<file path="src/bvd_pkg.sv">
// bvd_pkg: shared widths, register indexes and types for the byte vector
// distance core. No dependencies.
package bvd_pkg;

	// Field widths
	localparam int CODE_W     = 8;
	localparam int BUS_W      = 64;
	localparam int CNT_W      = 4;
	localparam int DIST_W     = 29;
	localparam int CFG_IDX_W  = 2;
	localparam int CFG_DATA_W = 8;

	// One lane term: 9x9 signed product, range -16256..65025
	localparam int TERM_W = 18;
	// Sum of up to eight lane terms, range -130048..520200
	localparam int SUM_W  = 20;
	// Running sum kept modulo 2^DIST_W, only the low bits are ever shown
	localparam int ACC_W  = DIST_W;

	// Configuration register indexes
	localparam logic [CFG_IDX_W-1:0] REG_METRIC       = 2'd0;
	localparam logic [CFG_IDX_W-1:0] REG_SIGNED_CODES = 2'd1;

	// Register file contents as seen by the lanes
	typedef struct packed {
		logic metric;        // 0 inner product, 1 squared L2
		logic signed_codes;  // bytes carry a +128 offset
	} bvd_cfg_t;

	// Control that travels with a beat between pipeline stages
	typedef struct packed {
		logic valid;
		logic last;
	} bvd_beat_t;

endpackage

</file>
<file path="src/bvd_intf.sv">
// bvd_intf: stream, result and configuration channel interfaces of the
// byte vector distance core. Depends on bvd_pkg.
interface bvd_vec_if import bvd_pkg::*; ();
	logic                    valid;
	logic                    ready;
	logic [BUS_W-1:0]        a_bytes;
	logic [BUS_W-1:0]        b_bytes;
	logic [CNT_W-1:0]        lane_count;
	logic                    last;

	modport source (output valid, a_bytes, b_bytes, lane_count, last, input ready);
	modport sink   (input valid, a_bytes, b_bytes, lane_count, last, output ready);
endinterface

interface bvd_dist_if import bvd_pkg::*; ();
	logic                     valid;
	logic                     ready;
	logic signed [DIST_W-1:0] distance;

	modport source (output valid, distance, input ready);
	modport sink   (input valid, distance, output ready);
endinterface

interface bvd_cfg_if import bvd_pkg::*; ();
	logic                  valid;
	logic                  ready;
	logic [CFG_IDX_W-1:0]  index;
	logic [CFG_DATA_W-1:0] data;

	modport source (output valid, index, data, input ready);
	modport sink   (input valid, index, data, output ready);
endinterface

</file>
<file path="src/bvd_lane.sv">
// bvd_lane: one byte-pair lane, forms the inner product or squared
// difference term and registers it. Depends on bvd_pkg.
module bvd_lane import bvd_pkg::*; (
	input  logic                     clk,
	input  logic                     load,
	input  logic                     active,
	input  bvd_cfg_t                 cfg,
	input  logic [CODE_W-1:0]        a_code,
	input  logic [CODE_W-1:0]        b_code,
	output logic signed [TERM_W-1:0] term_s1
);

	logic signed [CODE_W:0]   x;
	logic signed [CODE_W:0]   y;
	logic signed [TERM_W-1:0] xw;
	logic signed [TERM_W-1:0] yw;
	logic signed [TERM_W-1:0] prod;

	// Operand select: difference for L2, offset-removed or plain codes otherwise
	always_comb begin
		if (cfg.metric) begin
			x = $signed({1'b0, a_code}) - $signed({1'b0, b_code});
			y = x;
		end else if (cfg.signed_codes) begin
			// code - 128 is the code with its top bit flipped, sign extended
			x = $signed({~a_code[CODE_W-1], ~a_code[CODE_W-1], a_code[CODE_W-2:0]});
			y = $signed({~b_code[CODE_W-1], ~b_code[CODE_W-1], b_code[CODE_W-2:0]});
		end else begin
			x = $signed({1'b0, a_code});
			y = $signed({1'b0, b_code});
		end
		xw   = x;
		yw   = y;
		prod = xw * yw;
	end

	// Term register, lanes above the beat's lane count add nothing
	always_ff @(posedge clk) begin
		if (load) begin
			term_s1 <= active ? prod : '0;
		end
	end

endmodule

</file>
<file path="src/bvd_merge.sv">
// bvd_merge: sums the lane terms of a beat, folds them into the running sum
// and holds the result register. Depends on bvd_pkg and bvd_intf.
module bvd_merge import bvd_pkg::*; #(
	parameter int LANES = 8
) (
	input  logic                     clk,
	input  logic                     arst_n,
	input  bvd_beat_t                s1,
	input  logic signed [TERM_W-1:0] terms [LANES],
	output logic                     s1_ready,
	bvd_dist_if.source               result
);

	bvd_beat_t                s2_q;
	logic signed [SUM_W-1:0]  sum_s2;
	logic signed [SUM_W-1:0]  lane_sum;
	logic signed [ACC_W-1:0]  acc_q;
	logic signed [ACC_W-1:0]  total;
	logic signed [DIST_W-1:0] dist_q;
	logic                     out_valid_q;
	logic                     acc_adv;
	logic                     s2_take;

	// Lane merge: add the registered terms of one beat
	always_comb begin
		lane_sum = '0;
		for (int k = 0; k < LANES; k++) begin
			lane_sum = lane_sum + SUM_W'(terms[k]);
		end
	end

	// Only a last beat needs the result register to be free
	assign acc_adv  = s2_q.valid && (!s2_q.last || !out_valid_q || result.ready);
	assign s2_take  = !s2_q.valid || acc_adv;
	assign s1_ready = s2_take;

	always_ff @(posedge clk or negedge arst_n) begin
		if (!arst_n) begin
			s2_q <= '0;
		end else if (s2_take) begin
			s2_q.valid <= s1.valid;
			if (s1.valid) begin
				s2_q.last <= s1.last;
			end
		end
	end

	always_ff @(posedge clk) begin
		if (s2_take && s1.valid) begin
			sum_s2 <= lane_sum;
		end
	end

	// Running sum, wraps modulo 2^ACC_W
	assign total = acc_q + {{(ACC_W-SUM_W){sum_s2[SUM_W-1]}}, sum_s2};

	always_ff @(posedge clk or negedge arst_n) begin
		if (!arst_n) begin
			acc_q <= '0;
		end else if (acc_adv) begin
			acc_q <= s2_q.last ? '0 : total;
		end
	end

	// Result register
	always_ff @(posedge clk or negedge arst_n) begin
		if (!arst_n) begin
			out_valid_q <= 1'b0;
		end else if (acc_adv && s2_q.last) begin
			out_valid_q <= 1'b1;
		end else if (result.ready) begin
			out_valid_q <= 1'b0;
		end
	end

	always_ff @(posedge clk) begin
		if (acc_adv && s2_q.last) begin
			dist_q <= total;
		end
	end

	assign result.valid    = out_valid_q;
	assign result.distance = dist_q;

	// The running sum starts over after a vector is closed
	a_acc_clear: assert property (@(posedge clk) disable iff (!arst_n)
		(acc_adv && s2_q.last) |=> (acc_q == '0))
		else $error("running sum not cleared after last beat");

	// A waiting result is never overwritten or dropped
	a_out_hold: assert property (@(posedge clk) disable iff (!arst_n)
		(out_valid_q && !result.ready) |=> (out_valid_q && $stable(dist_q)))
		else $error("pending result lost");

	// A held stage-two beat stays put while the merge stage is blocked
	a_s2_hold: assert property (@(posedge clk) disable iff (!arst_n)
		(s2_q.valid && !acc_adv) |=> (s2_q.valid && $stable(sum_s2) && $stable(s2_q.last)))
		else $error("stage two beat changed while stalled");

endmodule

</file>
<file path="src/byte_vector_distance_core.sv">
// byte_vector_distance_core: top level of the int8 inner product / squared
// L2 distance engine. Depends on bvd_pkg, bvd_intf, bvd_lane, bvd_merge.
//
//  channel   | role   | payload                                   | beat when
//  ----------+--------+-------------------------------------------+-------------
//  vectors   | sink   | a_bytes, b_bytes, lane_count, last        | valid&ready
//  result    | source | distance (signed 29 bit)                  | valid&ready
//  cfg       | sink   | index (0 metric, 1 signed_codes), data[0] | valid&ready
//
// One vector beat is taken every cycle while no last beat stalls; the
// result of a last beat is shown after the lane terms are registered, then
// the lane merge, then the running sum into the result register.
// The rate is set by one multiplier per lane and a single accumulator.
// Reset clears the configuration registers, the running sum and all valids.
// Non-last beats flow on while a result waits; only a last beat stalls
// behind an untaken result. cfg is always ready.
module byte_vector_distance_core import bvd_pkg::*; #(
	parameter int LANES = 8
) (
	input  logic         clk,
	input  logic         arst_n,
	bvd_cfg_if.sink      cfg,
	bvd_vec_if.sink      vectors,
	bvd_dist_if.source   result
);

	bvd_cfg_t                 cfg_q;
	bvd_beat_t                s1_q;
	logic                     s1_ready;
	logic                     s1_take;
	logic                     load;
	logic signed [TERM_W-1:0] terms [LANES];

	// Configuration registers, indexes beyond the list are ignored
	assign cfg.ready = 1'b1;

	always_ff @(posedge clk or negedge arst_n) begin
		if (!arst_n) begin
			cfg_q <= '0;
		end else if (cfg.valid) begin
			case (cfg.index)
				REG_METRIC:       cfg_q.metric       <= cfg.data[0];
				REG_SIGNED_CODES: cfg_q.signed_codes <= cfg.data[0];
				default:          ;
			endcase
		end
	end

	// Stage one control
	assign s1_take       = !s1_q.valid || s1_ready;
	assign vectors.ready = s1_take;
	assign load          = vectors.valid && s1_take;

	always_ff @(posedge clk or negedge arst_n) begin
		if (!arst_n) begin
			s1_q <= '0;
		end else if (s1_take) begin
			s1_q.valid <= vectors.valid;
			if (vectors.valid) begin
				s1_q.last <= vectors.last;
			end
		end
	end

	// Lanes; a lane count above LANES covers every lane
	for (genvar k = 0; k < LANES; k++) begin : g_lane
		bvd_lane u_lane (
			.clk     (clk),
			.load    (load),
			.active  (vectors.lane_count > CNT_W'(k)),
			.cfg     (cfg_q),
			.a_code  (vectors.a_bytes[k*CODE_W +: CODE_W]),
			.b_code  (vectors.b_bytes[k*CODE_W +: CODE_W]),
			.term_s1 (terms[k])
		);
	end

	bvd_merge #(
		.LANES (LANES)
	) u_merge (
		.clk      (clk),
		.arst_n   (arst_n),
		.s1       (s1_q),
		.terms    (terms),
		.s1_ready (s1_ready),
		.result   (result)
	);

endmodule

</file>
<file path="src/flat_wrapper.sv">
// flat-port wrapper written by rule: the top's interface ports become plain ports
module byte_vector_distance_core_flat import bvd_pkg::*;
#(
	parameter int LANES = 8
)
  (clk, arst_n, cfg_valid, cfg_index, cfg_data, cfg_ready, vectors_valid, vectors_a_bytes, vectors_b_bytes, vectors_lane_count, vectors_last, vectors_ready, result_valid, result_distance, result_ready);
  bvd_cfg_if cfg_i ();
  bvd_vec_if vectors_i ();
  bvd_dist_if result_i ();
  input  logic clk;
  input  logic arst_n;
  input wire logic [$bits(cfg_i.valid)-1:0] cfg_valid;
  input wire logic [$bits(cfg_i.index)-1:0] cfg_index;
  input wire logic [$bits(cfg_i.data)-1:0] cfg_data;
  output wire logic [$bits(cfg_i.ready)-1:0] cfg_ready;
  input wire logic [$bits(vectors_i.valid)-1:0] vectors_valid;
  input wire logic [$bits(vectors_i.a_bytes)-1:0] vectors_a_bytes;
  input wire logic [$bits(vectors_i.b_bytes)-1:0] vectors_b_bytes;
  input wire logic [$bits(vectors_i.lane_count)-1:0] vectors_lane_count;
  input wire logic [$bits(vectors_i.last)-1:0] vectors_last;
  output wire logic [$bits(vectors_i.ready)-1:0] vectors_ready;
  output wire logic [$bits(result_i.valid)-1:0] result_valid;
  output wire logic [$bits(result_i.distance)-1:0] result_distance;
  input wire logic [$bits(result_i.ready)-1:0] result_ready;
  assign cfg_i.valid = cfg_valid;
  assign cfg_i.index = cfg_index;
  assign cfg_i.data = cfg_data;
  assign cfg_ready = cfg_i.ready;
  assign vectors_i.valid = vectors_valid;
  assign vectors_i.a_bytes = vectors_a_bytes;
  assign vectors_i.b_bytes = vectors_b_bytes;
  assign vectors_i.lane_count = vectors_lane_count;
  assign vectors_i.last = vectors_last;
  assign vectors_ready = vectors_i.ready;
  assign result_valid = result_i.valid;
  assign result_distance = result_i.distance;
  assign result_i.ready = result_ready;
  byte_vector_distance_core #(.LANES(LANES)) u_core (.clk(clk), .arst_n(arst_n), .cfg(cfg_i), .vectors(vectors_i), .result(result_i));
endmodule
</file>
<file path="config.mk">
export PLATFORM = sky130hd
export DESIGN_NAME = byte_vector_distance_core_flat
export DESIGN_NICKNAME = d
export VERILOG_FILES = /design/src/bvd_pkg.sv /design/src/bvd_intf.sv /design/src/bvd_lane.sv /design/src/bvd_merge.sv /design/src/byte_vector_distance_core.sv /design/src/flat_wrapper.sv
export SDC_FILE = /design/constraint.sdc
export NUM_CORES = 2
export LEC_CHECK = 0
export BUFFER_PORTS_ARGS = -buffer_cell sky130_fd_sc_hd__buf_2
export CORE_MARGIN = 2
export CORE_UTILIZATION = 54
export DETAILED_ROUTE_END_ITERATION = 16
export PLACE_DENSITY = 0.78
export SYNTH_ARGS = -nofsm -noshare
export SYNTH_HDL_FRONTEND = slang
export SYNTH_SLANG_ARGS = --single-unit
</file>
<file path="constraint.sdc">
create_clock -name clk -period 6.6 [get_ports clk]
set_input_delay 0.66 -clock clk [delete_from_list [all_inputs] [get_ports clk]]
set_output_delay 0.66 -clock clk [all_outputs]
set_load 0.02 [all_outputs]
</file>
* Word level (Yosys, flattened, before mapping)
Cells that the tools add are included.
** Cells by class
- Add/sub/neg operators :: 16
- Multiply operators :: 8
- Order comparisons :: 8
- Equality and inequality tests :: 1
- Muxes and demuxes :: 35
- Bitwise operators :: 16
- Reduce and logical (&&, ||, !) cells :: 18
** Operator list (number)
- 9-bit two-way mux :: 32
- 9-bit by 9-bit multiplier with 18-bit output :: 8
- 20-bit by 18-bit adder with 20-bit output :: 5
- 8-bit by 8-bit subtractor with 9-bit output :: 8
- 29-bit adder :: 1
- 29-bit two-way mux :: 1
- 19-bit by 18-bit adder with 20-bit output :: 1
- 18-bit by 18-bit adder with 19-bit output :: 1
- 4-bit by 3-bit greater-than comparator with 1-bit output (second input constant) :: 4
- 1-bit inverter :: 16
- 4-bit by 1-bit greater-than comparator with 1-bit output (second input constant) :: 2
- 4-bit by 2-bit greater-than comparator with 1-bit output (second input constant) :: 2
- 2-bit AND reduction :: 4
- 1-bit logical AND :: 4
- 1-bit zero test :: 4
- 1-bit logical OR :: 4
- 2-bit by 1-bit equality test with 1-bit output (second input constant) :: 1
- 2-bit zero test :: 1
- 1-bit two-way mux :: 2
- 2-bit nonzero test :: 1
** Word-level totals
- Flip-flop bits (word level) :: 229
- Input port bits :: 148
- Output and inout port bits :: 32
- Word-level logic and storage cells :: 120

* Logic depth before layout (Yosys ltp)
- Word-level depth :: 7
- Gate-level depth with buffers :: 29
- Depth with buffers taken out :: 29

* By module
From an unflattened synthesis, not the netlist that was laid out.
** Unflattened totals
- Cells, all modules :: 4620
- Area, all modules :: 42924.9 um^2
** By module, submodules not included
- bvd_lane (u_core.g_lane[1].u_lane ...) :: times used 3, cells each 487, area each 4395.5 um^2, sequential area each 540.5 um^2
- bvd_lane (u_core.g_lane[5].u_lane ...) :: times used 2, cells each 481, area each 4364.2 um^2, sequential area each 540.5 um^2
- bvd_merge :: times used 1, cells each 730, area each 7721.2 um^2, sequential area each 2272.2 um^2
- bvd_lane (u_core.g_lane[0].u_lane) :: times used 1, cells each 483, area each 4367.9 um^2, sequential area each 540.5 um^2
- bvd_lane (u_core.g_lane[7].u_lane) :: times used 1, cells each 484, area each 4366.7 um^2, sequential area each 540.5 um^2
- bvd_lane (u_core.g_lane[4].u_lane) :: times used 1, cells each 477, area each 4299.1 um^2, sequential area each 540.5 um^2
- byte_vector_distance_core :: times used 1, cells each 23, area each 255.2 um^2, sequential area each 100.1 um^2

* Least setup slack after synthesis
OpenSTA, ideal clock, no wires.
- Path type :: input to register
- From :: input vectors_a_bytes[8]
- To :: register u_core.g_lane[1].u_lane.term_s1[16] (data pin)
- Library setup time :: 266 ps
- Arrival :: 6760 ps
- Setup slack :: -426 ps
- Cell stages on the path :: 28
- Path buffers :: 1
- Cells stage by stage :: inv_1 > ha_1 > inv_1 > fa_1 > a21o_1 > a21oi_1 > o21bai_1 > a21o_1 > a211oi_1 > a211oi_1 > clkbuf_1 > nand2b_1 > fa_1 > inv_1 > fa_1 > fa_1 > fa_1 > inv_1 > fa_1 > inv_1 > ha_1 > nand3_1 > o211ai_1 > or4_1 > a31oi_1 > o21ai_0 > xnor2_1 > nor2_1
** Between the ends
- Longest elaborated chain between the ends :: 3
- Elaborated cells on any way between the ends :: 5
- Those cells by class :: add/sub: 1; mul: 1; mux: 3
** Ends and longest elaborated chain
- start, declared :: line flat_wrapper.sv:17 : input wire logic [$bits(vectors_i.a_bytes)-1:0] vectors_a_bytes;
- 8-bit by 8-bit subtractor with 9-bit output / 9-bit two-way mux (equally long branches) :: line bvd_lane.sv:22, bvd_lane.sv:24
- 9-bit two-way mux :: line bvd_lane.sv:21 : if (cfg.metric) begin
- 9-bit by 9-bit multiplier with 18-bit output (*) :: line bvd_lane.sv:34 : prod = xw * yw;
- end signal, assigned :: line bvd_lane.sv:40 : term_s1 <= active ? prod : '0;
- end, declared :: line bvd_lane.sv:10 : output logic signed [TERM_W-1:0] term_s1
Mark *: on every way between the ends. The rest lies on a longest branch, timed or not.
A chain may end at the register's enable or synchronous reset.

* Worst setup path after layout
- From :: input vectors_a_bytes[24]
- To :: register u_core.g_lane[3].u_lane.term_s1[14] (data pin)
** Between the ends
- Longest elaborated chain between the ends :: 3
- Elaborated cells on any way between the ends :: 5
- Those cells by class :: add/sub: 1; mul: 1; mux: 3
** Ends and longest elaborated chain (line)
- 8-bit by 8-bit subtractor with 9-bit output / 9-bit two-way mux (equally long branches) :: bvd_lane.sv:22, bvd_lane.sv:24
- 9-bit two-way mux :: bvd_lane.sv:21
- 9-bit by 9-bit multiplier with 18-bit output (*) :: bvd_lane.sv:34
- end signal, assigned :: bvd_lane.sv:40
- end, declared :: bvd_lane.sv:10
Marked as above.

==> out/summary.txt <==
Post-synthesis cell type count: 84
Cell family with most CP delay: adder cells
Post-layout nets: 6411
Seq/Total Area, Yosys: 16.1%
Total clock sinks: 229
Initial antenna violation count: 4
Worst-path clk slew: 70 ps
CP required: 6830 ps
Total grt overflow: 0
EDFF count, synth: 193
Post-layout minimum cycle time: 6480 ps
Fraction of layout cells with a size suffix above 1: 21.1%
Synth area leader: fa_1
Routed WL per cell: 16.7 µm
Clock Latency Late Sink: 520 ps
Die Wd: 281 µm
Slew Viols, Final: 0
Status: completed
Post-route cell area: 0.0500 mm²
Die footprint: 0.0791 mm²
Worst hold path class: input port to asynchronous set/reset pin
CP max stage cell: or4_4
DRT iter0 DRCs: 2063
Number of buffers created by CTS: 23
Critical Setup Path Class: input port to register
YS warnings: 0
Core Area: 0.0761 mm²
Final antenna-violating net count: 0
Vias per inst: 5.34
Vias in the first global route: 34874
Largest cells by area after synthesis: fa_1 33%, edfxtp_1 14%, ha_1 13%
CTS tree: done
Synthesized area per cell: 9.41 µm²
# port buffers: 171
Asr flop ratio synth: 15.7%
Top cell type's share of synthesized area: 33.1%
Gpl congestion: 0.932
Clock skew: 29.0 ps
Post-synthesis instance total: 4408
Largest net degree at the start of global routing: 85
Most frequent cell after synthesis: inv_1
Post-synth top cells: 910 x inv_1, 686 x fa_1, 489 x nor2_1
Peak per-stage delay on the critical path: 530 ps
Syn nets: 5672
Slew Limit Headroom: 17.7%
Final Cycle Share: 98.1%
Dominant synthesized flop cell: edfxtp_1
Row cnt: 101
Ports: 180
Drt pass-1 iters: 7
Clock tree root driver cell: clkbuf_16
DRC viols: 0
# setup viols final: 0
Initial Utilization: 54.6%
Post-DP Area: 0.0482 mm²
RSZ-0062 raised after global routing: true
Cell count after placement: 6121
Die Ht: 281 µm
Worst path bufs/invs: 8
Actual slew at the worst max-slew pin: 1230 ps
Worst Path Max Fanout: 9
Layout Area Growth over Synthesis: 20.5%
Post-Layout Cell Count: 6197
Crit. End Element: register
Tot GR Track Use: 26.5%
Post-Route WL: 104000 µm
Clock buffer depth: 3
Fmax achieved: 0.154 GHz
Synthesized area: 0.0415 mm²
WP data arrival: 6710 ps
CTS H-tree depth: 1
Yosys reg bits: 229
TNS Setup: 0 ps
Final Util: 65.7%
CP Launch Type: input port
Endpoints failing hold: 0
DPL Wire Length: 86800 µm
Vias: 33099
MaxCap Viol Count: 0
First-pass GRT wire length: 170000 µm
==> logic make-up (layout without fill, tap and decap cells) <==
group           Yosys count  after routing  share of synthesized area [%]
simple gates           1224           1224                           13.7
fa+ha+maj              1116           1116                           46.1
buf+inv                 986           1741                           9.08
compound gates          646            646                           10.5
flops                   229            229                           16.1
xor+xnor                187            187                           3.95
mux                      19             19                          0.476
other cells               1              5                        0.00904
==> repair_timing <==
item | CTS | global route
setup endpoints to repair | 6 | 42
gates resized for setup | 5 | 200
setup buffers | 3 | 28
hold buffers | 0 | 0
endpoints found under the hold margin | 0 | 0
pin swaps | 2 | 82
==> worst paths after layout <==
check	to	slack, ps	cells past startpoint	from
worst max-delay path	u_core.g_lane[3].u_lane.term_s1[14]	120	29	vectors_a_bytes[24]
worst min-delay path	u_core.cfg_q[0]	310	1	arst_n
worst max register to register	u_core.g_lane[5].u_lane.term_s1[17]	150	23	u_core.cfg_q[1]
worst min register to register	u_core.u_merge.acc_q[0]	490	2	u_core.u_merge.acc_q[0]
max in group asynchronous	u_core.cfg_q[1]	5590	1	arst_n
min in group clk	u_core.s1_q[1]	380	2	vectors_valid
==> cell usage in the layout, fill, tap and decap left out, types with 21 or more instances in the layout <==
cell type and instances:
nor2_1 481, ha_4 23, nor3_1 38, a21boi_0 33, a21boi_1 30, o21ai_0 118, nand2b_1 92, edfxtp_1 193
o21bai_1 21, buf_2 164, nand3_1 55, buf_4 605, a21oi_2 30, inv_2 30, dfrtp_1 35, a21o_1 58
fa_1 674, ha_1 403, or2_2 22, inv_1 875, o21ai_1 27, xor2_1 54, xnor2_1 131, a21oi_1 109
clkbuf_16 24, nor2b_1 117, o21a_1 43, nand2_1 267
==> metrics by stage <==
stage	setup slack (ps)	hold slack, ps
floorplan	-85.5	364
global placement	-544	457
detailed placement	-597	468
CTS	1.22	332
global route	-180	363
finish	124	312
==> cell type report <==
class,count,area [µm²]
multi-input cells,3193,32100
fillers,5800,26100
flip-flops and latches,229,6700
repair buffers,788,5640
inverters,912,3450
well taps,1030,1290
clock buffers,27,612
clock inverters,14,180
diodes,4,10.0
==> sequential cells by signal (all words and copies together), names as in the netlist <==
signal,flops
u_core.u_merge.result.distance,29
u_core.cfg_q,2
u_core.u_merge.acc_q,29
u_core.u_merge.result.valid,1
u_core.u_merge.s2_q,2
u_core.u_merge.sum_s2,20
u_core.g_lane.u_lane.term_s1,144
u_core.s1_q,2
==> layer usage <==
metal / global-route usage [%] / part of all wire [%] / vias up
met5: 0 / 0 / -
met2: 46.3 / 50 / 970
met3: 2.82 / 5.4 / 231
met1: 35.1 / 42 / 16346
li1: - / - / 15552
met4: 6.98 / 3.0 / 0
Power is not shown: default switching activity piles up to over one toggle a cycle in this logic, so the estimate is an artifact.
